<file path="config.mk">
export PLATFORM = sky130hd
export DESIGN_NAME = pfla_ram
export DESIGN_NICKNAME = d
export VERILOG_FILES = /design/src/design/pfla_ram.sv
export SDC_FILE = /design/constraint.sdc
export NUM_CORES = 2
export LEC_CHECK = 0
export BUFFER_PORTS_ARGS = -buffer_cell sky130_fd_sc_hd__buf_2
export CAP_MARGIN = 20
export CELL_PAD_IN_SITES_DETAIL_PLACEMENT = 0
export CELL_PAD_IN_SITES_GLOBAL_PLACEMENT = 2
export CORE_UTILIZATION = 25
export DETAILED_ROUTE_END_ITERATION = 16
export MAX_ROUTING_LAYER = met4
export PLACE_DENSITY_LB_ADDON = 0.1
export REMOVE_ABC_BUFFERS = 1
export SYNTH_ARGS = -nofsm -noshare
export SYNTH_HDL_FRONTEND = slang
export SYNTH_SLANG_ARGS = --single-unit
</file>
<file path="constraint.sdc">
create_clock -name clk -period 2.6 [get_ports clk]
set_input_delay 0.52 -clock clk [delete_from_list [all_inputs] [get_ports clk]]
set_output_delay 0.52 -clock clk [all_outputs]
set_load 0.03 [all_outputs]
</file>
<file path="src/design/pfla_ram.sv">
// generic single-write, single-read ram with registered read
module pfla_ram #(
  parameter int WIDTH = 8,
  parameter int DEPTH = 256
) (
  input  logic                     clk,
  input  logic                     we,
  input  logic [$clog2(DEPTH)-1:0] waddr,
  input  logic [WIDTH-1:0]         wdata,
  input  logic                     re,
  input  logic [$clog2(DEPTH)-1:0] raddr,
  output logic [WIDTH-1:0]         rdata
);

  logic [WIDTH-1:0] mem [DEPTH];
  logic [WIDTH-1:0] rdata_r;

  always_ff @(posedge clk) begin
    if (we) begin
      mem[waddr] <= wdata;
    end
    if (re) begin
      rdata_r <= mem[raddr];
    end
  end

  assign rdata = rdata_r;

endmodule

</file>
; Word level (Yosys, flattened, before mapping)
; Memory sizes are Yosys's and may differ from the RTL's. A register that Yosys moved wholly into a read port is not among the register bits.
; Cells that the tools add are included.
[op_classes]
mux = 2
[op_table]
columns = operator, n
row1 = $mux W1, 2
[word_totals]
register_bits = 0
ram_bits = 2048
in_bits = 27
out_inout_bits = 8
memories = 1
[mem_list]
columns = name, words, word_bits, rd, rd_ports_with_merged_regs, wr, line
row1 = mem, 256, 8, 1, 1, 1, 15  ; logic [WIDTH-1:0] mem [DEPTH];

; Logic depth before layout (Yosys ltp)
[logic_depth]
ltp_word = 2
depth_mapped = 11
ltp_nobuf = 6

; Worst setup path before layout
; Ideal clock, no wire load.
[synth_timing]
path_kind = input port to flip-flop
startpoint = in raddr[0]
endpoint = reg rdata_r[2] (netlist: rdata[2]), read port of mem (data pin)
arrival_ns = 2.327
required_ns = 2.331
setup_slack_ns = 0.004
path_stages = 9
n_path_buf = 4
path_cell_list = buf_6 > buf_12 > buf_8 > buf_2 > mux4_2 > a22oi_1 > a21oi_1 > nor4_1 > nor4_2
[synth_lines]
columns = element, line
row1 = start: declaration, 11  ; input logic [$clog2(DEPTH)-1:0] raddr,
row2 = end: declaration, 16  ; logic [WIDTH-1:0] rdata_r;

==> impl_summary.txt <==
----------------------------------------------------
[Setup path]
  Most repeated library cell on the critical path ... sky130_fd_sc_hd__buf_4
  Arrival time at the worst endpoint ... 3.20 ns
  Cell class contributing the biggest share of worst-path delay ... buffers and inverters
  Maximum fanout encountered on the critical timing path ... 18
  Worst path bufs/invs ... 7
  Crit path launch type ... primary input
  Worst path cell trace ... buf_8 -> buf_12 -> buf_12 -> buf_4 -> mux4_2 -> a22oi_1 -> buf_4 -> a21oi_1 -> buf_4 -> nor4_2 -> buf_4 -> nor4_1
  Worst stage delay on the critical path ... 0.52 ns
  Crit Path Category ... in2reg
  Data required time at the worst endpoint ... 3.23 ns
  Slowest cell on the critical path ... sky130_fd_sc_hd__mux4_2
  Crit. End Element ... register

[GRT]
  Largest net degree at the start of global routing ... 105
  Overflow after GRT ... 0
  Vias in the first global route ... 42700
  Number of antenna violations at the first check in global routing ... 23
  GRT Total Usage ... 16.5%
  Global-route wire length before repair ... 360000 um

[Timing]
  Worst-case headroom to the max-slew limit ... 42.9%
  Post-Route Skew ... 0.0577 ns
  Final critical path time including I/O delays and setup ... 2.57 ns
  Fin crit share ... 99.0%
  Count of final setup violators ... 0
  Number of hold-slack violations in the final timing report ... 0
  Unrepaired setup endpoints after global routing ... no
  Pins Over Slew Limit ... 0
  Pin slew with the least headroom to its limit ... 0.857 ns
  Achievable Freq ... 388 MHz

[Logic synthesis]
  Number of flops mapped to enable cells by yosys ... 2056
  Netlist Area Pre-Place ... 0.0796 mm2
  Most used flip-flop cell after synthesis ... sky130_fd_sc_hd__edfxtp_1
  Mean cell area of the mapped netlist ... 21.3 um2
  Flip-flop and latch count after synthesis ... 2056
  Synthesized instance count ... 3733
  Proportion of register bits with asynchronous set or reset after synthesis ... 0%
  Synth unique cells ... 54
  Warnings from Yosys ... 0
  Most frequently used cell type in the post-synthesis netlist ... sky130_fd_sc_hd__edfxtp_1
  Portion of synthesized cell area occupied by the leading cell type ... 77.5%
  Library cell occupying the most area in the post-synthesis netlist ... sky130_fd_sc_hd__edfxtp_1
  Area contributors post-synth ... sky130_fd_sc_hd__edfxtp_1 78%, sky130_fd_sc_hd__mux4_2 13%, sky130_fd_sc_hd__mux2i_1 1.7%, sky130_fd_sc_hd__nor2_1 1.3%, sky130_fd_sc_hd__a22oi_1 1.3%
  Commonest cells post-synth ... 2056 x sky130_fd_sc_hd__edfxtp_1, 454 x sky130_fd_sc_hd__mux4_2, 282 x sky130_fd_sc_hd__nor2_1
  Sequential-to-total area share from yosys stat ... 77.5%

[Pwr]
  Overall power after layout ... 74.9 mW
  Static leakage ... 32.0 nW
  Power Dens Cells ... 753 mW/mm2
  Maximum VDD drop ... 0.000552 V

[Clock tree]
  Clock latency of the later-clocked register in the worst-skew pair ... 0.94 ns
  Cell at the root of the clock tree ... sky130_fd_sc_hd__clkbuf_16
  Level count of the clock H-tree ... 4
  TritonCTS clock tree ... done
  Buffer levels on the longest clock path ... 4
  Total CTS buffers ... 239
  Clock-pin transition on the worst setup and hold timing paths ... 0.06 ns
  Sink count of the clock tree ... 2056

[Cells and area]
  Filler instances ... 30500
  Net count reported at finish ... 4626
  Post-layout util ... 31.5%
  Area growth, synth to finish ... 24.9%
  Share of final-layout standard cells stronger than drive strength 1 ... 35.6%
  Post-layout instance count excluding filler cells ... 8968
  Final std cell area, no fill ... 0.0995 mm2

[Placed design]
  Placed cell area ... 0.0913 mm2
  HPWL after detailed placement ... 172000 um
  Port Buffer Count ... 34
  Count of placed standard cells including taps ... 8513
  Gp weighted congestion ... 0.759

[Detailed routing]
  DR pass1 iterations ... 5
  DR vias ... 40500
  WL final ... 261000 um
  Average wire length per cell after detail routing ... 29.1 um
  Number of remaining DRC errors ... 0
  Count of routing violations after the opening detailed-route iteration ... 2974
  Via count normalized by instance count ... 4.51
  Number of nets with antenna violations after detailed routing ... 0

[Outcome]
  Outcome ... completed

[Min path]
  Worst hold path class ... in2reg

[Floorplanning]
  Number of top-level pins ... 35
  Overall die width ... 566 um
  Y dimension of the die ... 566 um
  Die ar. ... 0.321 mm2
  Initial core utilization ... 25.2%
  Floorplan core area ... 0.316 mm2
  Rows ... 206

[Run]
  Maximum Capacitance Violations ... 0

----------------------------------------------------
[worst register-to-register path, cell delays in order (launching register included)]
cell	delay, ns
sky130_fd_sc_hd__edfxtp_1	0.37
sky130_fd_sc_hd__mux4_2	0.49
sky130_fd_sc_hd__o211ai_1	0.53
sky130_fd_sc_hd__nand3_1	0.21
sky130_fd_sc_hd__nor4_1	0.39
sky130_fd_sc_hd__buf_4	0.24
sky130_fd_sc_hd__nor4_2	0.05
[cell usage in the layout, fill, tap and decap left out, types with 10 or more instances in the layout]
cell and count:
sky130_fd_sc_hd__nand3_1 25, sky130_fd_sc_hd__nand2_1 32, sky130_fd_sc_hd__edfxtp_1 2056, sky130_fd_sc_hd__clkbuf_1 42, sky130_fd_sc_hd__nor3_1 19, sky130_fd_sc_hd__nand4_1 10, sky130_fd_sc_hd__buf_8 10, sky130_fd_sc_hd__a221oi_1 11
sky130_fd_sc_hd__buf_2 21, sky130_fd_sc_hd__mux2i_1 133, sky130_fd_sc_hd__diode_2 17, sky130_fd_sc_hd__clkinvlp_4 12, sky130_fd_sc_hd__buf_12 110, sky130_fd_sc_hd__a22oi_1 132, sky130_fd_sc_hd__bufinv_16 31, sky130_fd_sc_hd__clkbuf_16 239
sky130_fd_sc_hd__nor2b_1 28, sky130_fd_sc_hd__clkinv_2 42, sky130_fd_sc_hd__a21oi_1 96, sky130_fd_sc_hd__clkinv_1 52, sky130_fd_sc_hd__nor2_1 279, sky130_fd_sc_hd__o211ai_1 10, sky130_fd_sc_hd__o22ai_1 28, sky130_fd_sc_hd__o221ai_1 44
sky130_fd_sc_hd__nor4_1 12, sky130_fd_sc_hd__buf_4 707, sky130_fd_sc_hd__a211oi_1 13, sky130_fd_sc_hd__mux4_2 454
[cells by family after synthesis]
logic type	after synthesis	share of synthesized area, %
multiplexers	591	14.6
AO/OA/AOI/OAI	385	3.42
flip-flops	2056	77.5
AND/OR/NAND/NOR	466	2.63
buffers and inverters	235	1.83
[layout make-up]
cell class / count / area (um2) / area share [%]
repair buffers: 858 / 7890 / 7.93
clock inverters: 152 / 1710 / 1.72
flip-flops and latches: 2056 / 61700 / 62.1
clock buffers: 281 / 6140 / 6.17
well taps: 4160 / 5200 / 5.23
multi-input cells: 1442 / 16800 / 16.8
diodes: 17 / 42.5 / 0.0428
inverters: 2 / 7.51 / 0.00755
[routing by layer]
metal	global-route usage (%)	part of all wire, %
met1	22.4	46
met2	26.3	48
met3	2.29	4.1
met4	3.92	2.2
met5	-	0
[state kept, by name (all words and copies together), names as in the netlist]
register / flops
mem: 2048
rdata: 8
[stage by stage]
stage | setup slack [ns] | setup TNS (ns) | hold WS [ns]
3_3_place_gp | -1.46 | -10.53 | 0.817
4_1_cts | 0.000113 | 0 | 0.0518
5_1_grt | 0.000784 | 0 | 0.0628
2_1_floorplan | -0.413 | -3.00 | 0.619
6_report | 0.0257 | 0 | 0.139
3_5_place_dp | -1.50 | -10.44 | 0.815
[power breakdown]
part	total [mW]	internal (mW)	leakage [nW]	switching [mW]
Sequential	36.6	36.6	18.5	0.0686
Clock	33.9	19.9	3.80	14.0
Combinational	4.39	1.74	9.68	2.65
Total	74.9	58.2	32.0	16.7
[repair_timing]
action                     4_1_cts  5_1_grt
hold endpoints to repair        81        0
setup endpoints to repair        9        6
buffers inserted                 0        0
hold buffers                     5        0
pin swaps                        4        4
resized for setup               25        9
[final timing paths]
path / cells past startpoint / end / slack, ns / from
max: 12 / rdata[3] / 0.03 / raddr[0]
min: 1 / mem[214][7] / 0.14 / wdata[7]
max reg2reg: 6 / rdata[0] / 0.05 / mem[48][0]
min reg2reg: 7 / rdata[6] / 1.24 / mem[6][6]
(Power assumes the default switching activity.)
