[src/design/pfla_pkg.sv]
// shared types, constants and codes for the page free-list allocator
package pfla_pkg;

  localparam int MAX_PAGES  = 65536;
  localparam int MAP_PERIOD = 1024;
  localparam int MAP_OFFSET = 1008;

  localparam int ID_SPACE   = 65536;
  localparam int PAGE_LIMIT = (MAX_PAGES < ID_SPACE) ? MAX_PAGES : ID_SPACE;
  localparam int ADDR_W     = 16;
  localparam int CNT_W      = 17;
  localparam int PH_W       = $clog2(MAP_PERIOD);

  localparam logic KIND_ALLOC = 1'b0;
  localparam logic KIND_FREE  = 1'b1;

  localparam logic [1:0] ST_OK     = 2'd0;
  localparam logic [1:0] ST_FORMAT = 2'd1;
  localparam logic [1:0] ST_FULL   = 2'd2;

  typedef struct packed {
    logic              kind;
    logic [ADDR_W-1:0] page_id;
  } in_t;

  typedef struct packed {
    logic [ADDR_W-1:0] granted_page;
    logic [1:0]        status;
  } out_t;

  // one word per page: mark, link flag, link
  typedef struct packed {
    logic              in_use;
    logic              link_valid;
    logic [ADDR_W-1:0] next_link;
  } entry_t;

  // bump unit status toward the sequencer
  typedef struct packed {
    logic [CNT_W-1:0] cand;
    logic             full;
  } bump_t;

  typedef enum logic [1:0] {
    SEQ_CLEAR,
    SEQ_IDLE,
    SEQ_EXEC
  } seq_state_t;

endpackage

[src/design/pfla_bump.sv]
// page counter with map-slot skip and limit compare
module pfla_bump (
  input  logic                 clk,
  input  logic                 rst_n,
  input  logic                 advance,
  output pfla_pkg::bump_t      bump
);

  logic [pfla_pkg::CNT_W-1:0] page_total_r, page_total_nxt;
  logic [pfla_pkg::PH_W-1:0]  phase_r, phase_nxt;
  logic                       skip;
  logic [pfla_pkg::PH_W-1:0]  phase_p1, phase_p2;

  function automatic logic [pfla_pkg::PH_W-1:0] ph_inc(input logic [pfla_pkg::PH_W-1:0] p);
    logic [pfla_pkg::PH_W-1:0] r;
    if (p == pfla_pkg::PH_W'(pfla_pkg::MAP_PERIOD - 1)) begin
      r = '0;
    end else begin
      r = p + pfla_pkg::PH_W'(1);
    end
    return r;
  endfunction

  // phase tracks page_total mod period
  assign skip     = ({{(pfla_pkg::CNT_W-pfla_pkg::PH_W){1'b0}}, phase_r}
                     == pfla_pkg::CNT_W'(pfla_pkg::MAP_OFFSET));
  assign phase_p1 = ph_inc(phase_r);
  assign phase_p2 = ph_inc(phase_p1);

  assign bump.cand = page_total_r + pfla_pkg::CNT_W'(skip);
  assign bump.full = (bump.cand >= pfla_pkg::CNT_W'(pfla_pkg::PAGE_LIMIT));

  always_comb begin
    page_total_nxt = page_total_r;
    phase_nxt      = phase_r;
    if (advance) begin
      page_total_nxt = bump.cand + pfla_pkg::CNT_W'(1);
      phase_nxt      = skip ? phase_p2 : phase_p1;
    end
  end

  always_ff @(posedge clk) begin
    if (!rst_n) begin
      page_total_r <= pfla_pkg::CNT_W'(1);
      phase_r      <= pfla_pkg::PH_W'(1);
    end else begin
      page_total_r <= page_total_nxt;
      phase_r      <= phase_nxt;
    end
  end

endmodule

[config.mk]
export PLATFORM = sky130hd
export DESIGN_NAME = pfla_bump
export DESIGN_NICKNAME = d
export VERILOG_FILES = /design/src/design/pfla_pkg.sv /design/src/design/pfla_bump.sv
export SDC_FILE = /design/constraint.sdc
export NUM_CORES = 1
export LEC_CHECK = 0
export BUFFER_PORTS_ARGS = -buffer_cell sky130_fd_sc_hd__buf_2
export CORE_ASPECT_RATIO = 1.75
export CORE_MARGIN = 10
export CORE_UTILIZATION = 50
export CTS_CLUSTER_DIAMETER = 80
export DETAILED_ROUTE_END_ITERATION = 16
export PLACE_DENSITY = 0.76
export SYNTH_ARGS = -nofsm -noshare
export SYNTH_HDL_FRONTEND = slang
export SYNTH_SLANG_ARGS = --single-unit
[constraint.sdc]
create_clock -name clk -period 6.7 [get_ports clk]
set_clock_uncertainty 0.05 [all_clocks]
set_input_delay 1.005 -clock clk [delete_from_list [all_inputs] [get_ports clk]]
set_output_delay 1.005 -clock clk [all_outputs]
set_load 0.01 [all_outputs]
=== After elaboration in Yosys (flattened, before gate mapping) ===
Cells that the tools add are included.

* Add/subtract/negate cells: 4
* $mul: 0
* Div/mod/pow operators: 0
* Order comparisons: 1
* Equality and inequality tests: 3
* Shift-type cells: 0
* Mux-type cells: 3
* Bitwise gates (word level): 0
* Reduce and logical (&&, ||, !) cells: 0

{| class="wikitable"
|+ Operator list
! operator !! number
|-
| $eq A10 B10 Y1 const B || 3
|-
| $mux W10 || 3
|-
| $add A10 B1 Y10 const B || 2
|-
| $add A17 B1 Y17 || 1
|-
| $add A17 B1 Y17 const B || 1
|-
| $ge A17 B17 Y1 const B || 1
|}

* Bits in registers: 27
* Bits in latches: 0
* Memory bits (writable): 0
* Memory bits (read-only): 0
* Bits of input ports: 3
* Output and inout port bits: 18
* Word-level logic and storage cells: 13
* Memories kept: 0

=== Depth between registers and ports, before layout ===
* Word-level depth: 5
* Gate-level depth with buffers: 13
* Depth with buffers taken out: 12

=== Least setup slack after synthesis ===
OpenSTA, ideal clock, no wires.

* Path type: register to output
* Start: reg phase_r[0] (netlist name)
* End: out bump[17] (netlist name)
* Data arrival time: 2.452 ns
* Data required time: 5.645 ns
* Setup slack: 3.193 ns
* Stages on the path, launching flop included: 11
* Path through: dfxtp_1 -> inv_1 -> ha_1 -> nand4b_1 -> nor3_1 -> ha_1 -> ha_1 -> nand3_4 -> nor4_1 -> xor2_1 -> buf_4

{| class="wikitable"
|+ RTL lines
! item !! RTL line !! text
|-
| start, declared || pfla_bump.sv:10 || <nowiki>logic [pfla_pkg::PH_W-1:0] phase_r, phase_nxt;</nowiki>
|-
| start signal, assigned || pfla_bump.sv:45 || <nowiki>phase_r <= pfla_pkg::PH_W'(1);</nowiki>
|-
| start signal, assigned || pfla_bump.sv:48 || <nowiki>phase_r <= phase_nxt;</nowiki>
|-
| end, declared || pfla_bump.sv:6 || <nowiki>output pfla_pkg::bump_t bump</nowiki>
|}

==> run_summary.xml <==
<?xml version="1.0" encoding="UTF-8"?>
<metrics>
  <group name="power_and_ir_drop">
    <metric name="comb_power_share" unit="%">9.3</metric>
    <metric name="clkPwrFrac" unit="%">33.5</metric>
    <metric name="p_int" unit="uW">216</metric>
    <metric name="power_density" unit="nW/um2">133</metric>
    <metric name="sequential_cell_fraction_of_total_power" unit="%">57.3</metric>
    <metric name="switching_share" unit="%">27.2</metric>
    <metric name="power.ir.vdd_worst" unit="V">0.000144</metric>
    <metric name="leakagePower" unit="nW">0.884</metric>
    <metric name="p_sw" unit="uW">80.9</metric>
  </group>
  <group name="sta">
    <metric name="timing.final.crit_period" unit="ns">4.31</metric>
    <metric name="layout_worst_path_cycle_share" unit="%">64.3</metric>
    <metric name="setup_viol" unit="">0</metric>
    <metric name="grt_setup_unrepaired" unit="">false</metric>
    <metric name="slew_headroom" unit="%">53.4</metric>
    <metric name="max_clock_freq" unit="MHz">232</metric>
    <metric name="final_hold_viol_count" unit="">0</metric>
    <metric name="setup_ws" unit="ns">2.39</metric>
    <metric name="fin_setup_tns" unit="ns">0</metric>
    <metric name="report.final.slew_viol_count" unit="">0</metric>
    <metric name="max_slew.worst_pin.slew" unit="ns">0.699</metric>
  </group>
  <group name="synthesis">
    <metric name="synth.ff_latch_count" unit="">27</metric>
    <metric name="synth_compound_area_share" unit="%">18.5</metric>
    <metric name="synth_xor_area_share" unit="%">13.0</metric>
    <metric name="yosysTopAreaCell" unit="">sky130_fd_sc_hd__dfxtp_1</metric>
    <metric name="synth.top_cell.area_share" unit="%">25.1</metric>
    <metric name="yosys_warnings" unit="">0</metric>
    <metric name="synth_cell_types" unit="">59</metric>
    <metric name="synth.area.top_cells" unit="">sky130_fd_sc_hd__dfxtp_1 (25%), sky130_fd_sc_hd__xnor2_1 (6.1%), sky130_fd_sc_hd__xor2_1 (4.9%), sky130_fd_sc_hd__nor2_1 (4.7%), sky130_fd_sc_hd__nand2_1 (4.0%)</metric>
    <metric name="netlist_instances" unit="">274</metric>
    <metric name="arithmetic_cell_share_of_the_synthesized_area_counting_full_adders_half_adders_and_majority_gates" unit="%">3.49</metric>
    <metric name="number_of_flops_mapped_to_enable_cells_by_yosys" unit="">0</metric>
    <metric name="ys_top_cells_by_count" unit="">sky130_fd_sc_hd__dfxtp_1 (27), sky130_fd_sc_hd__nor2_1 (27), sky130_fd_sc_hd__nand2_1 (23)</metric>
    <metric name="synth-seq-area-share" unit="%">25.1</metric>
    <metric name="synth.avg_cell_area" unit="um2">7.86</metric>
    <metric name="synth_area" unit="um2">2150</metric>
    <metric name="combinational_family_with_the_most_area_after_synthesis" unit="">simple AND/OR/NAND/NOR gates</metric>
    <metric name="syn_nets" unit="">283</metric>
    <metric name="yosys-mux-area-fraction" unit="%">0.930</metric>
    <metric name="post_synth_and_or_nand_nor_area_fraction" unit="%">31.9</metric>
    <metric name="synthArstFlopShare" unit="%">0</metric>
    <metric name="synth-main-ff-cell" unit="">sky130_fd_sc_hd__dfxtp_1</metric>
  </group>
  <group name="route">
    <metric name="ant_nets_after_route" unit="">0</metric>
    <metric name="detail_route.first_pass.iterations" unit="">4</metric>
    <metric name="drt-total-wl" unit="um">4980</metric>
    <metric name="first_iter_violations" unit="">113</metric>
    <metric name="route.vias.total" unit="">1918</metric>
    <metric name="drt_drc" unit="">0</metric>
    <metric name="avgViaCountPerCell" unit="">5.92</metric>
    <metric name="post_drt_wl_per_cell" unit="um">15.4</metric>
  </group>
  <group name="die">
    <metric name="fp.coreArea" unit="um2">4150</metric>
    <metric name="design.portCount" unit="">21</metric>
    <metric name="floorplan.initialDensity" unit="%">51.9</metric>
    <metric name="floorplan.rows" unit="">31</metric>
    <metric name="die_w" unit="um">69.6</metric>
    <metric name="die-area" unit="um2">7430</metric>
    <metric name="dieHeight" unit="um">107</metric>
  </group>
  <group name="cells_and_area">
    <metric name="final_layout_size_suffix_gt1_share" unit="%">13.5</metric>
    <metric name="finalNetCount" unit="">285</metric>
    <metric name="layout-area-overhead-vs-synth" unit="%">3.95</metric>
    <metric name="n_antenna_cell" unit="">0</metric>
  </group>
  <group name="place">
    <metric name="pre_cts_slack" unit="ns">2.70</metric>
    <metric name="port-buffer-count" unit="">20</metric>
    <metric name="hpwlAfterDp" unit="um">3730</metric>
    <metric name="gpl.final_weighted_congestion" unit="">0.839</metric>
  </group>
  <group name="hold_path">
    <metric name="classification_of_the_worst_slack_hold_path" unit="">reg -&gt; reg</metric>
  </group>
  <group name="clock_tree">
    <metric name="clock_root_buffer" unit="">sky130_fd_sc_hd__clkbuf_8</metric>
    <metric name="cts_buffer_depth" unit="">2</metric>
    <metric name="cts_hold_buffers" unit="">0</metric>
    <metric name="clock_sink_count" unit="">27</metric>
    <metric name="cts_tree" unit="">done</metric>
    <metric name="skew_pair_late_insertion_delay" unit="ns">0.29</metric>
    <metric name="clk_pin_slew" unit="ns">0.10</metric>
    <metric name="h_tree_levels" unit="">1</metric>
    <metric name="cts.repair.resized" unit="">0</metric>
    <metric name="cts_inserted_buffers" unit="">3</metric>
    <metric name="cts.repair_timing.setup_buffer_count" unit="">0</metric>
  </group>
  <group name="global_route">
    <metric name="initial_antenna_violation_count" unit="">0</metric>
    <metric name="grt_util_met3" unit="%">2.22</metric>
    <metric name="global_route.usage.total" unit="%">12.9</metric>
    <metric name="grt.met1_usage" unit="%">12.4</metric>
    <metric name="via_count_of_the_first_global_routing_pass" unit="">1833</metric>
    <metric name="groute.layer.met2.usage" unit="%">25.0</metric>
    <metric name="grt_start_max_net_pins" unit="">27</metric>
    <metric name="overflow" unit="">0</metric>
    <metric name="wire_length_of_the_first_global_routing_pass" unit="um">8180</metric>
    <metric name="gr-max-usage-layer" unit="">met2</metric>
  </group>
  <group name="worst_setup_path">
    <metric name="critical_path_peak_fanout" unit="">12</metric>
    <metric name="timing.critical_path.from_type" unit="">register</metric>
    <metric name="critPathKind" unit="">reg -&gt; out</metric>
    <metric name="critPathRequiredTime" unit="ns">5.64</metric>
    <metric name="worst-endpoint-arrival" unit="ns">3.25</metric>
    <metric name="endpoint_kind" unit="">primary output</metric>
  </group>
  <group name="outcome">
    <metric name="outcome" unit="">completed</metric>
  </group>
  <group name="job">
    <metric name="timing.max_cap.violations" unit="">0</metric>
  </group>
</metrics>
-- metrics by stage --
step	hold WS, ns	area, um2	util [%]	instances	total power, mW
2_1_floorplan	0.401	2150	-	274	0.195
3_3_place_gp	0.431	2190	52.8	320	0.201
3_5_place_dp	0.432	2190	52.8	320	0.201
4_1_cts	0.455	2240	53.9	324	0.300
5_1_grt	0.477	2240	53.9	324	0.310
6_report	0.458	2240	53.9	324	0.297
-- registers in the layout, indices dropped and copies added, names as in the netlist --
register and count:
phase_r 10, page_total_r 17
-- layout by cell type, fill, tap and decap left out, types with 2 or more instances in the layout --
cell type                   instances
sky130_fd_sc_hd__a211o_1            2
sky130_fd_sc_hd__dfxtp_1           27
sky130_fd_sc_hd__o311ai_0           2
sky130_fd_sc_hd__xor2_1            12
sky130_fd_sc_hd__o31ai_1            2
sky130_fd_sc_hd__nor2b_1            2
sky130_fd_sc_hd__nand4b_1           3
sky130_fd_sc_hd__and3_1             9
sky130_fd_sc_hd__nor3b_1            4
sky130_fd_sc_hd__o21ai_0           14
sky130_fd_sc_hd__a21oi_1           14
sky130_fd_sc_hd__a21boi_0           2
sky130_fd_sc_hd__clkbuf_8           3
sky130_fd_sc_hd__buf_2             20
sky130_fd_sc_hd__o2111ai_1          2
sky130_fd_sc_hd__a31oi_1            3
sky130_fd_sc_hd__inv_1              8
sky130_fd_sc_hd__o211ai_1           3
sky130_fd_sc_hd__ha_1               6
sky130_fd_sc_hd__mux2i_1            2
sky130_fd_sc_hd__nor2_1            27
sky130_fd_sc_hd__nand3_1           16
sky130_fd_sc_hd__nor4_1             4
sky130_fd_sc_hd__a21o_1             2
sky130_fd_sc_hd__and2_2             2
sky130_fd_sc_hd__o31a_1             2
sky130_fd_sc_hd__a32o_1             2
sky130_fd_sc_hd__nand2_1           23
sky130_fd_sc_hd__nand3b_1           2
sky130_fd_sc_hd__or3_1              4
sky130_fd_sc_hd__nor3_1             4
sky130_fd_sc_hd__nand2b_1           3
sky130_fd_sc_hd__nand4_1            6
sky130_fd_sc_hd__xnor2_1           15
-- cell families after synthesis --
kind of cell               Yosys count
AOI/OAI and AO/OA                   58
xor gates and xnor gates            29
adders and majority gates            6
buffers and inverters               31
DFF                                 27
muxes                                2
and+or+nand+nor                    121
-- per-layer routing --
layer	vias up	part of all wire, %
met5	-	0
met4	0	1.8
met2	36	55
met3	7	3.9
li1	985	-
met1	890	39
-- worst paths after layout --
| path | cells past startpoint | slack (ns) | start | endpoint |
|---|---|---|---|---|
| hold / removal | 2 | 0.46 | phase_r[6] | phase_r[6] |
| setup / recovery | 10 | 2.39 | phase_r[0] | bump[17] |
| setup reg to reg | 12 | 3.05 | phase_r[0] | page_total_r[14] |
| hold reg to reg | 2 | 0.46 | phase_r[6] | phase_r[6] |
-- worst max-delay path: stages (launching register included) --
cell and delay [ns]:
sky130_fd_sc_hd__dfxtp_1 0.36, sky130_fd_sc_hd__inv_1 0.11, sky130_fd_sc_hd__ha_1 0.15, sky130_fd_sc_hd__nand4b_1 0.12, sky130_fd_sc_hd__nor3_1 0.33, sky130_fd_sc_hd__ha_1 0.34, sky130_fd_sc_hd__ha_1 0.51, sky130_fd_sc_hd__nand3_4 0.18
sky130_fd_sc_hd__nor4_1 0.42, sky130_fd_sc_hd__xor2_1 0.27, sky130_fd_sc_hd__buf_2 0.19
-- area by class of cell --
cell class                 count  area (um2)
fill                         421        1910
multi-input combinational    216        1460
sequential                    27         541
timing repair buffer          20         100
tap                           49        61.3
clock buffer                   3        41.3
inverter                       8        30.0
clock inverter                 1        5.00
-- power groups by stage --
stage / Sequential, mW / Clock (mW) / Combinational (mW)
finish: 0.170 / 0.0993 / 0.0275
global route: 0.171 / 0.108 / 0.0310
CTS: 0.170 / 0.102 / 0.0278
detailed placement: 0.174 / 0 / 0.0276
floorplan: 0.170 / 0 / 0.0243
global placement: 0.174 / 0 / 0.0273
No activity file was read; power rests on OpenSTA's default activity.
